`src/hdl/lmsf_pkg.sv`:
```
`timescale 1ns / 1ps
`default_nettype none

package lmsf_pkg;

    localparam int TAP_COUNT = 32;
    localparam int CNT_W     = $clog2(TAP_COUNT);

    localparam int SAMPLE_W = 16;
    localparam int STEP_W   = 16;
    localparam int WEIGHT_W = 32;
    // mu * error: unsigned 16 by signed 16 fits 33 signed bits
    localparam int MUE_W    = STEP_W + SAMPLE_W + 1;
    localparam int PROD_W   = MUE_W + SAMPLE_W;
    localparam int ACC_W    = PROD_W + $clog2(TAP_COUNT);

    // Q3.44 sum down to Q1.15, and Q2.46 step down to Q2.29
    localparam int ACC_SHIFT = 29;
    localparam int UPD_SHIFT = 17;
    localparam int YFULL_W   = ACC_W - ACC_SHIFT;

    localparam int SAMPLE_MAX = 32767;
    localparam int SAMPLE_MIN = -32768;

    localparam logic [STEP_W-1:0] STEP_SIZE_RESET = STEP_W'(328);

    typedef logic signed [SAMPLE_W-1:0] sample_t;
    typedef logic signed [WEIGHT_W-1:0] weight_t;

    typedef struct packed {
        logic load;    // write new sample at the head
        logic rotate;  // circulate both lines by one toward the head
        logic wr_upd;  // write back one updated weight
        logic shift;   // advance the delay line toward its tail
    } bank_ctrl_t;

endpackage

`default_nettype wire

```
`src/hdl/lmsf_tap_bank.sv`:
```
`timescale 1ns / 1ps
`default_nettype none

module lmsf_tap_bank (
    input  wire logic                  aclk,
    input  wire logic                  aresetn,
    input  wire lmsf_pkg::bank_ctrl_t  ctrl,
    input  wire lmsf_pkg::sample_t     new_sample,
    input  wire lmsf_pkg::weight_t     upd_weight,
    output lmsf_pkg::weight_t          head_weight,
    output lmsf_pkg::sample_t          head_tap,
    output lmsf_pkg::weight_t          tail_weight
);

    localparam int N = lmsf_pkg::TAP_COUNT;

    lmsf_pkg::weight_t weight_reg [N];
    lmsf_pkg::sample_t tap_reg    [N];

    assign head_weight = weight_reg[0];
    assign head_tap    = tap_reg[0];
    assign tail_weight = weight_reg[N-1];

    always_ff @(posedge aclk) begin
        if (!aresetn) begin
            for (int i = 0; i < N; i++) begin
                weight_reg[i] <= '0;
                tap_reg[i]    <= '0;
            end
        end else begin
            if (ctrl.load) begin
                tap_reg[0] <= new_sample;
            end
            if (ctrl.rotate) begin
                for (int i = 0; i < N - 1; i++) begin
                    tap_reg[i] <= tap_reg[i+1];
                end
                for (int i = 0; i < N - 2; i++) begin
                    weight_reg[i] <= weight_reg[i+1];
                end
                // the weight issued last cycle is moving from the tail
                weight_reg[N-2] <= ctrl.wr_upd ? upd_weight : weight_reg[N-1];
                weight_reg[N-1] <= weight_reg[0];
                tap_reg[N-1]    <= tap_reg[0];
            end else if (ctrl.wr_upd) begin
                weight_reg[N-1] <= upd_weight;
            end
            if (ctrl.shift) begin
                for (int i = 1; i < N; i++) begin
                    tap_reg[i] <= tap_reg[i-1];
                end
            end
        end
    end

endmodule

`default_nettype wire

```
`src/hdl/lms_adaptive_fir_filter.sv`:
```
// LMS adaptive FIR filter with one shared multiplier.
//
// Input channel (s_valid/s_ready): one reference sample and one desired
// sample, both signed Q1.15. Result channel (m_valid/m_ready): the filter
// output and the error, both saturated signed Q1.15, one result per input.
// cfg_wr_en/cfg_wr_data write the unsigned Q0.16 step size; write it only
// while the block is idle.
//
// One 33x16 multiplier with a registered product serves the dot product
// (TAP_COUNT steps), mu times error, and the weight updates (TAP_COUNT
// steps). m_valid and s_ready both rise when a result enters the output
// register. s_ready is low while an item is in work, so a new input is
// taken only after the last item is finished.
//
// A finished result sits in the output register; the next input is taken
// while it waits. If the receiver still stalls when the following result is
// ready, the block holds that result internally and stays busy until the
// output register is free. Reset clears weights and delay line to zero, sets
// the step size to 328, and empties the output register.
`timescale 1ns / 1ps
`default_nettype none

module lms_adaptive_fir_filter (
    input  wire logic                 aclk,
    input  wire logic                 aresetn,
    input  wire logic                 cfg_wr_en,
    input  wire logic [15:0]          cfg_wr_data,
    input  wire logic                 s_valid,
    output logic                      s_ready,
    input  wire logic signed [15:0]   s_reference_sample,
    input  wire logic signed [15:0]   s_desired_sample,
    output logic                      m_valid,
    input  wire logic                 m_ready,
    output logic signed [15:0]        m_filter_output,
    output logic signed [15:0]        m_error_sample
);

    localparam int CNT_W   = lmsf_pkg::CNT_W;
    localparam int MUE_W   = lmsf_pkg::MUE_W;
    localparam int PROD_W  = lmsf_pkg::PROD_W;
    localparam int ACC_W   = lmsf_pkg::ACC_W;
    localparam int YFULL_W = lmsf_pkg::YFULL_W;
    localparam logic [CNT_W-1:0]  CNT_LAST = CNT_W'(lmsf_pkg::TAP_COUNT - 1);
    localparam logic [ACC_W-1:0]  ACC_HALF = ACC_W'(64'd1 << (lmsf_pkg::ACC_SHIFT - 1));
    localparam logic [PROD_W-1:0] PROD_HALF = PROD_W'(64'd1 << (lmsf_pkg::UPD_SHIFT - 1));

    typedef enum logic [3:0] {
        ST_IDLE,
        ST_DOT,
        ST_DOT_END,
        ST_ROUND,
        ST_ERR,
        ST_MUE,
        ST_MUE_LATCH,
        ST_UPDATE,
        ST_UPD_END,
        ST_SHIFT,
        ST_DONE
    } state_t;

    state_t                          state_reg;
    logic [CNT_W-1:0]                cnt_reg;
    logic [lmsf_pkg::STEP_W-1:0]     step_size_reg;
    lmsf_pkg::sample_t               desired_reg;
    lmsf_pkg::sample_t               y_reg;
    lmsf_pkg::sample_t               e_reg;
    logic signed [MUE_W-1:0]         mue_reg;
    logic signed [ACC_W-1:0]         acc_reg;
    logic signed [PROD_W-1:0]        prod_reg;
    logic                            acc_en_reg;
    logic                            upd_en_reg;
    logic                            m_valid_reg;
    lmsf_pkg::sample_t               m_y_reg;
    lmsf_pkg::sample_t               m_e_reg;

    logic                            in_xfer;
    logic                            out_free;
    logic signed [MUE_W-1:0]         mul_a;
    lmsf_pkg::sample_t               mul_b;
    logic signed [PROD_W-1:0]        prod_next;
    logic [ACC_W-1:0]                acc_rnd;
    logic signed [YFULL_W-1:0]       y_full;
    lmsf_pkg::sample_t               y_next;
    logic signed [lmsf_pkg::SAMPLE_W:0] diff;
    lmsf_pkg::sample_t               e_next;
    logic [PROD_W-1:0]               prod_rnd;
    lmsf_pkg::weight_t               delta;
    logic signed [lmsf_pkg::WEIGHT_W:0] wsum;
    lmsf_pkg::weight_t               upd_weight;
    lmsf_pkg::weight_t               head_weight;
    lmsf_pkg::weight_t               tail_weight;
    lmsf_pkg::sample_t               head_tap;
    lmsf_pkg::bank_ctrl_t            bank_ctrl;

    assign s_ready         = (state_reg == ST_IDLE);
    assign in_xfer         = s_valid && s_ready;
    assign out_free        = !m_valid_reg || m_ready;
    assign m_valid         = m_valid_reg;
    assign m_filter_output = m_y_reg;
    assign m_error_sample  = m_e_reg;

    assign bank_ctrl.load   = in_xfer;
    assign bank_ctrl.rotate = (state_reg == ST_DOT) || (state_reg == ST_UPDATE);
    assign bank_ctrl.wr_upd = upd_en_reg;
    assign bank_ctrl.shift  = (state_reg == ST_SHIFT);

    lmsf_tap_bank u_bank (
        .aclk        (aclk),
        .aresetn     (aresetn),
        .ctrl        (bank_ctrl),
        .new_sample  (s_reference_sample),
        .upd_weight  (upd_weight),
        .head_weight (head_weight),
        .head_tap    (head_tap),
        .tail_weight (tail_weight)
    );

    // shared multiplier operand select
    always_comb begin
        case (state_reg)
            ST_DOT: begin
                mul_a = MUE_W'(head_weight);
                mul_b = head_tap;
            end
            ST_MUE: begin
                mul_a = MUE_W'({1'b0, step_size_reg});
                mul_b = e_reg;
            end
            ST_UPDATE: begin
                mul_a = mue_reg;
                mul_b = head_tap;
            end
            default: begin
                mul_a = '0;
                mul_b = '0;
            end
        endcase
    end

    assign prod_next = PROD_W'(mul_a) * PROD_W'(mul_b);

    // output: round half up, then saturate
    assign acc_rnd = acc_reg + ACC_HALF;
    assign y_full  = acc_rnd[ACC_W-1:lmsf_pkg::ACC_SHIFT];

    always_comb begin
        if (y_full > lmsf_pkg::SAMPLE_MAX) begin
            y_next = lmsf_pkg::sample_t'(lmsf_pkg::SAMPLE_MAX);
        end else if (y_full < lmsf_pkg::SAMPLE_MIN) begin
            y_next = lmsf_pkg::sample_t'(lmsf_pkg::SAMPLE_MIN);
        end else begin
            y_next = lmsf_pkg::sample_t'(y_full);
        end
    end

    assign diff = (lmsf_pkg::SAMPLE_W+1)'(desired_reg) - (lmsf_pkg::SAMPLE_W+1)'(y_reg);

    always_comb begin
        if (diff > lmsf_pkg::SAMPLE_MAX) begin
            e_next = lmsf_pkg::sample_t'(lmsf_pkg::SAMPLE_MAX);
        end else if (diff < lmsf_pkg::SAMPLE_MIN) begin
            e_next = lmsf_pkg::sample_t'(lmsf_pkg::SAMPLE_MIN);
        end else begin
            e_next = lmsf_pkg::sample_t'(diff);
        end
    end

    // weight step: round half up to Q2.29, add, saturate
    assign prod_rnd = prod_reg + PROD_HALF;
    assign delta    = prod_rnd[PROD_W-1:lmsf_pkg::UPD_SHIFT];
    assign wsum     = (lmsf_pkg::WEIGHT_W+1)'(tail_weight) + (lmsf_pkg::WEIGHT_W+1)'(delta);

    always_comb begin
        if (wsum[lmsf_pkg::WEIGHT_W] != wsum[lmsf_pkg::WEIGHT_W-1]) begin
            upd_weight = wsum[lmsf_pkg::WEIGHT_W] ? {1'b1, {(lmsf_pkg::WEIGHT_W-1){1'b0}}}
                                                  : {1'b0, {(lmsf_pkg::WEIGHT_W-1){1'b1}}};
        end else begin
            upd_weight = wsum[lmsf_pkg::WEIGHT_W-1:0];
        end
    end

    // payload registers
    always_ff @(posedge aclk) begin
        prod_reg <= prod_next;
    end

    always_ff @(posedge aclk) begin
        if (!aresetn) begin
            state_reg     <= ST_IDLE;
            cnt_reg       <= '0;
            step_size_reg <= lmsf_pkg::STEP_SIZE_RESET;
            acc_en_reg    <= 1'b0;
            upd_en_reg    <= 1'b0;
            m_valid_reg   <= 1'b0;
        end else begin
            if (cfg_wr_en) begin
                step_size_reg <= cfg_wr_data;
            end
            acc_en_reg <= (state_reg == ST_DOT);
            upd_en_reg <= (state_reg == ST_UPDATE);
            if (acc_en_reg) begin
                acc_reg <= acc_reg + ACC_W'(prod_reg);
            end
            if (m_valid_reg && m_ready && (state_reg != ST_DONE)) begin
                m_valid_reg <= 1'b0;
            end
            unique case (state_reg)
                ST_IDLE: begin
                    if (in_xfer) begin
                        desired_reg <= s_desired_sample;
                        acc_reg     <= '0;
                        cnt_reg     <= '0;
                        state_reg   <= ST_DOT;
                    end
                end
                ST_DOT: begin
                    cnt_reg <= cnt_reg + 1'b1;
                    if (cnt_reg == CNT_LAST) begin
                        state_reg <= ST_DOT_END;
                    end
                end
                ST_DOT_END: begin
                    state_reg <= ST_ROUND;
                end
                ST_ROUND: begin
                    y_reg     <= y_next;
                    state_reg <= ST_ERR;
                end
                ST_ERR: begin
                    e_reg     <= e_next;
                    state_reg <= ST_MUE;
                end
                ST_MUE: begin
                    state_reg <= ST_MUE_LATCH;
                end
                ST_MUE_LATCH: begin
                    mue_reg   <= prod_reg[MUE_W-1:0];
                    cnt_reg   <= '0;
                    state_reg <= ST_UPDATE;
                end
                ST_UPDATE: begin
                    cnt_reg <= cnt_reg + 1'b1;
                    if (cnt_reg == CNT_LAST) begin
                        state_reg <= ST_UPD_END;
                    end
                end
                ST_UPD_END: begin
                    state_reg <= ST_SHIFT;
                end
                ST_SHIFT: begin
                    state_reg <= ST_DONE;
                end
                ST_DONE: begin
                    // hold the result until the output register is free
                    if (out_free) begin
                        m_y_reg     <= y_reg;
                        m_e_reg     <= e_reg;
                        m_valid_reg <= 1'b1;
                        state_reg   <= ST_IDLE;
                    end
                end
                default: begin
                    state_reg <= ST_IDLE;
                end
            endcase
        end
    end

`ifndef NO_ASSERTIONS
    a_busy_after_xfer: assert property (@(posedge aclk) disable iff (!aresetn)
        in_xfer |=> !s_ready)
        else $error("input taken while an item is in work");

    a_acc_cleared: assert property (@(posedge aclk) disable iff (!aresetn)
        in_xfer |=> (acc_reg == '0))
        else $error("accumulator not cleared at input transfer");

    a_phase_excl: assert property (@(posedge aclk) disable iff (!aresetn)
        !(acc_en_reg && upd_en_reg))
        else $error("accumulate and weight write-back overlap");

    a_idle_quiet: assert property (@(posedge aclk) disable iff (!aresetn)
        s_ready |-> (!acc_en_reg && !upd_en_reg))
        else $error("datapath active while idle");

    a_no_overwrite: assert property (@(posedge aclk) disable iff (!aresetn)
        (m_valid && !m_ready) |=> (m_valid && $stable(m_filter_output)
                                   && $stable(m_error_sample)))
        else $error("pending result overwritten");
`endif

endmodule

`default_nettype wire

```
`config.mk`:
```
export PLATFORM = sky130hd
export DESIGN_NAME = lms_adaptive_fir_filter
export DESIGN_NICKNAME = d
export VERILOG_FILES = /design/src/hdl/lmsf_pkg.sv /design/src/hdl/lmsf_tap_bank.sv /design/src/hdl/lms_adaptive_fir_filter.sv
export SDC_FILE = /design/constraint.sdc
export NUM_CORES = 2
export LEC_CHECK = 0
export ABC_AREA = 1
export BUFFER_PORTS_ARGS = -buffer_cell sky130_fd_sc_hd__buf_2
export CAP_MARGIN = 20
export CORE_UTILIZATION = 55
export CTS_CLUSTER_DIAMETER = 150
export CTS_CLUSTER_SIZE = 24
export DETAILED_ROUTE_END_ITERATION = 10
export PLACE_DENSITY_LB_ADDON = 0.2
export SETUP_SLACK_MARGIN = 0.15
export SYNTH_ARGS = -nofsm -noshare
export SYNTH_HDL_FRONTEND = slang
export SYNTH_SLANG_ARGS = --single-unit
```
`constraint.sdc`:
```
create_clock -name aclk -period 68.3 [get_ports aclk]
set_clock_uncertainty 0.2 [all_clocks]
set_input_delay 3.415 -clock aclk [delete_from_list [all_inputs] [get_ports aclk]]
set_output_delay 3.415 -clock aclk [all_outputs]
set_load 0.05 [all_outputs]
```
### Yosys cells after proc, flatten, opt, wreduce, memory -nomap -nowiden

Memory sizes are Yosys's and may differ from the RTL's.
Index checks and enable logic that the tools add are counted.

* add/subtract/negate cells: 6
* $mul: 1
* divide/modulo/power cells: 0
* magnitude comparators: 4
* equality and inequality tests: 17
* shift operators: 0
* multiplexer cells: 131
* bitwise gates (word level): 97
* reductions and logical operators: 16

Operators with widths (number)
* 32-bit two-way mux: 36
* 16-bit two-way mux: 66
* 54-bit two-way mux: 3
* 33-bit case mux with 3 select lines: 1
* 1-bit bitwise OR: 97
* 54-bit by 29-bit adder with 54-bit output (second input constant): 1
* 54-bit by 49-bit adder with 54-bit output: 1
* 49-bit by 17-bit adder with 49-bit output (second input constant): 1
* 33-bit by 16-bit multiplier with 49-bit output: 1
* 4-bit case mux with 11 select lines: 1
* 32-bit by 32-bit adder with 33-bit output: 1
* 16-bit case mux with 2 select lines: 1
* 25-bit by 16-bit > comparator with 1-bit output (second input constant): 1
* 25-bit by 16-bit less-than comparator with 1-bit output (second input constant): 1
* 17-bit by 16-bit > comparator with 1-bit output (second input constant): 1
* 17-bit by 16-bit less-than comparator with 1-bit output (second input constant): 1
* 1-bit two-way mux: 17
* 16-bit by 16-bit subtractor with 17-bit output: 1
* 4-bit by 3-bit equality test with 1-bit output (second input constant): 4
* 4-bit two-way mux: 4
* 5-bit case mux with 3 select lines: 1
* 4-bit equality test (second input constant): 3
* 4-bit by 2-bit equality test with 1-bit output (second input constant): 2
* 2-bit AND reduction: 4
* other kinds (16): 22

* bits in registers: 244
* bits in latches: 0
* memory bits (writable): 1536
* ROM bits: 0
* bits of input ports: 53
* output and inout bits: 34
* logic and storage cells: 288
* memories: 2

Memory list
* u_bank.weight_reg: words 32, bits a word 32, rd ports 32, clocked after Yosys merged registers in 0, write ports 32, line lmsf_tap_bank.sv:17 `lmsf_pkg::weight_t weight_reg [N];`
* u_bank.tap_reg: words 32, bits a word 16, rd ports 32, clocked after Yosys merged registers in 0, write ports 32, line lmsf_tap_bank.sv:18 `lmsf_pkg::sample_t tap_reg [N];`

### Longest topological paths before layout

* depth in word-level cells: 7
* mapped depth: 36
* mapped depth without buffers: 34

### Modules after synthesis

A second synthesis with hierarchy kept.

* cell total of the unflattened synthesis: 10400
* area, all modules: 99205.1 um2

Modules (own cells, without submodules)
* lmsf_tap_bank: instances 1, cells an instance 5341, area an instance 61955.7 um2, sequential area each 46124.2 um2
* lms_adaptive_fir_filter: instances 1, cells an instance 5059, area an instance 37249.5 um2, sequential area each 6556.3 um2

### Worst setup path after synthesis

Ideal clock, no wire load.

* path type: input-to-reg
* from: input aresetn
* to: memory u_bank.weight_reg[0][0] in the netlist's numbering, enable pin
* setup time: 1.335 ns
* arrival: 22.747 ns
* data required time: 66.765 ns
* path slack: 44.018 ns
* stages on the path: 3
* path buffers: 0
* cell sequence: inv_2 nor2_4 inv_1

RTL lines
* start: declaration: line lms_adaptive_fir_filter.sv:25 `input wire logic aresetn,`
* end: declaration: line lmsf_tap_bank.sv:17

### Worst setup path in the final report

* from: register state_reg[2]
* to: register prod_reg[45]

* cells in the longest elaborated chain, start to end: 4
* elaborated cells between the ends (all ways): 7
* those cells by class: 1 x mul; 3 x eq/ne; 2 x mux; 1 x reduce/logical

RTL lines
* start: declaration: line lms_adaptive_fir_filter.sv:61 `state_t state_reg;`
* start signal: assignment: line lms_adaptive_fir_filter.sv:189 `state_reg <= ST_IDLE;`
* start signal: assignment: line lms_adaptive_fir_filter.sv:213 `state_reg <= ST_DOT;`
* start signal: assignment: line lms_adaptive_fir_filter.sv:219 `state_reg <= ST_DOT_END;`
* 4-bit by 1-bit equality test with 1-bit output / 4-bit by 3-bit equality test with 1-bit output (equally long branches): line lms_adaptive_fir_filter.sv:120 `case (state_reg)`
* 2-bit OR reduction (no line)
* 16-bit case mux with 2 select lines: line lms_adaptive_fir_filter.sv:120
* 33-bit by 16-bit multiplier with 49-bit output *: line lms_adaptive_fir_filter.sv:140 `assign prod_next = PROD_W'(mul_a) * PROD_W'(mul_b);`
* via prod_next[45]: line lms_adaptive_fir_filter.sv:80 `logic signed [PROD_W-1:0] prod_next;`
* end signal: assignment: line lms_adaptive_fir_filter.sv:184 `prod_reg <= prod_next;`
* end: declaration: line lms_adaptive_fir_filter.sv:69 `logic signed [PROD_W-1:0] prod_reg;`

The timed path passes the listed nets; every way through them passes the cells marked *.
A chain may end at the register's enable or synchronous reset.

==> metrics.yaml <==
clk_path_buf_depth: 3
globalplace.congestion: 0.991
antenna_found_initial: 2
worstPathCellList: "inv_1 > nor2_1 > inv_2 > nor2_4 > nor2_4 > o21a_1 > inv_1 > nand2_1 > fa_1 > inv_1 > fa_1 > fa_1 > fa_1 > fa_1 > fa_1 > ha_1 > nand2_1 > nor2_1 > inv_1 > nor4_1 > o21ai_0 > nand3_1 > xor2_1"
cts_tree: "done"
vias: 65100
yosys_warnings: 0
wl_per_cell_um: 18.5
syn_area_sq_mm: 0.0983
p_sw_share_pct: 36.9
cpPeakStageDelay_ns: 0.81
hold_class: "reg2reg"
pwr-share-seq_pct: 50.8
die_h_um: 425
cap_violations: 0
status: "finished clean"
io_buffers: 86
dp_hpwl_um: 166000
grt_pass1_vias: 64100
syn_to_final_growth_pct: 4.87
crit_arrival_ns: 8.82
tns_ns: 0
fin_nets: 10800
grt_pass1_wl_um: 361000
ios: 87
power.clock.fraction_pct: 17.1
die_area_sq_mm: 0.180
cp_slowest_cell: "inv_1"
slew_headroom_pct: 23.0
vdd_ir_drop_max_mv: 0.0202
ys.flop_type: "edfxtp_1"
crit_fanout: 23
path_clk_slew_ns: 0.11
avgSynthCellArea_sq_um: 9.67
p_leak_nw: 47.3
synth_edf_count: 1703
seq_area_frac_synth_pct: 53.6
synth-async-reset-ratio_pct: 0
crit_type: "reg2reg"
avgViaCountPerCell: 5.24
end_kind: "flip-flop"
worstSkewPairLatency_ns: 0.76
powerDensity_mw_per_mm2: 32.7
numCtsBuffers: 86
grt_use_total_pct: 25.6
total_power_w: 0.00337
drv_slew: 0
synth_nets: 10900
power_frac_comb_pct: 32.1
synth_seq_cells: 1780
setup_violations: 0
die_w_um: 425
overflow: 0
htreeDepth: 3
fmax_ghz: 0.120
drc_errors: 0
critPathLaunchType: "flip-flop"
path_buf_inv: 5
largest_reg_flops: 1024
final_hold_viol_count: 0
p_int_w: 0.00213
drive_above_1_share_pct: 3.63
worstPathRequired_ns: 68.78
power.switching_w: 0.00124
grt_max_degree: 258
drtIter0Drc: 5975
ant_nets: 0
cts_resized: 0
fin_crit_sh_pct: 12.2
cts_hold_buffers: 0
start_util_pct: 55.6
drt_pre_antenna_iters: 6
path_common_cell: "fa_1"
cts_root_buf: "clkbuf_16"
cts.sinks: 1780
worst_pin_slew_ns: 1.15
drt-total-wl_um: 230000
ys_types: 51
cts_setup_buffers: 0
rows: 154
rsz0062_at_grt: "no"
crit_family: "adder cells"
syn_inst: 10200
core_area_sq_mm: 0.177
min_period_ns: 8.34
[synth_stat cells (19+ instances only)]
cell | instances | area, sq um
inv_1 | 2572 | 9650
o21ai_1 | 19 | 95.1
nand2_2 | 22 | 138
edfxtp_1 | 1703 | 51100
buf_1 | 21 | 78.8
o21ai_0 | 423 | 2120
xor2_1 | 94 | 823
nand3_1 | 301 | 1510
xnor2_1 | 37 | 324
a31oi_1 | 25 | 156
o21a_1 | 23 | 173
buf_2 | 97 | 485
dfxtp_1 | 77 | 1540
clkbuf_1 | 203 | 762
o211ai_1 | 25 | 188
o21bai_1 | 31 | 233
nor3_1 | 46 | 230
nand4_1 | 34 | 213
ha_1 | 221 | 2770
o22ai_1 | 291 | 1820
nor2_1 | 1132 | 4250
fa_1 | 503 | 10100
nand2_1 | 1913 | 7180
a21oi_1 | 186 | 931
buf_6 | 46 | 518
[worst register-to-register path, cell delays in order, from the launching register on]
cell     delay [ns]
dfxtp_1        0.38
inv_1          0.07
nor2_1         0.14
inv_2          0.10
nor2_4         0.42
nor2_4         0.22
o21a_1         0.43
inv_1          0.82
nand2_1        0.35
fa_1           0.61
inv_1          0.07
fa_1           0.81
fa_1           0.53
fa_1           0.61
fa_1           0.44
fa_1           0.46
ha_1           0.39
nand2_1        0.12
nor2_1         0.16
inv_1          0.10
nor4_1         0.36
o21ai_0        0.17
nand3_1        0.15
xor2_1         0.16
[stage by stage]
stage | setup WS [ns] | std cells | hold slack (ns) | utilization (%) | instance area, sq um
after floorplan | 44.02 | 10200 | 0.212 | - | 98300
after global placement | 59.65 | 12300 | 0.243 | 56.8 | 101000
after detailed placement | 59.88 | 12300 | 0.232 | 56.9 | 101000
after CTS | 60.05 | 12400 | 0.253 | 58.2 | 103000
after global routing | 59.41 | 12400 | 0.276 | 58.3 | 103000
final | 59.96 | 12400 | 0.260 | 58.3 | 103000
[final timing paths]
kind                       end  depth (start not counted)  slack, ns    startpoint
hold / removal      mue_reg[2]                          0       0.26   prod_reg[2]
setup / recovery  prod_reg[45]                         23      59.96  state_reg[2]
hold reg to reg     mue_reg[2]                          0       0.26   prod_reg[2]
setup reg to reg  prod_reg[45]                         23      59.96  state_reg[2]
[cells by family (layout without fill, tap and decap cells)]
family | after synthesis | count (layout) | synth area share (%)
compound gates | 1060 | 1060 | 6.14
xor+xnor | 134 | 134 | 1.22
other cells | 0 | 2 | 0
fa+ha+maj | 724 | 724 | 13.1
flops | 1780 | 1780 | 53.6
simple gates | 3514 | 3514 | 14.3
buf+inv | 2956 | 2872 | 11.8
[power by group through the flow]
stage / Combinational [W] / Sequential (W) / Clock, W
finish: 0.00108 / 0.00172 / 0.000576
global route: 0.00121 / 0.00174 / 0.000624
CTS: 0.00108 / 0.00172 / 0.000593
detailed placement: 0.00107 / 0.00174 / 0
global placement: 0.00106 / 0.00173 / 0
floorplan: 0.000762 / 0.00184 / 0
[final cells by class]
class	instances	area, sq um
repair buffers	172	1210
diodes	2	5.00
well taps	2340	2930
inverters	2586	9720
flip-flops and latches	1780	52700
multi-input cells	5432	34200
clock inverters	10	181
fillers	15200	73800
clock buffers	104	2240
[metal layers]
layer  GRT usage (%)  vias up  share of wire [%]
li1                -    31300                  -
met1            37.0    31600                 45
met2            40.1     1832                 46
met3            3.98      334                6.2
met4            7.91        0                3.2
met5               0        -                  0
[cell usage in the layout, fill, tap and decap left out, drive strengths merged, types with 50 or more instances in the layout]
| cell | count |
|---|---|
| xor2 | 97 |
| buf | 172 |
| a21oi | 186 |
| o21ai | 442 |
| o22ai | 295 |
| dfxtp | 77 |
| nor2 | 1148 |
| nand3 | 304 |
| fa | 503 |
| ha | 221 |
| nand2 | 1935 |
| inv | 2585 |
| edfxtp | 1703 |
| nor3 | 50 |
| clkbuf | 104 |
No activity file was read; power rests on OpenSTA's default activity.
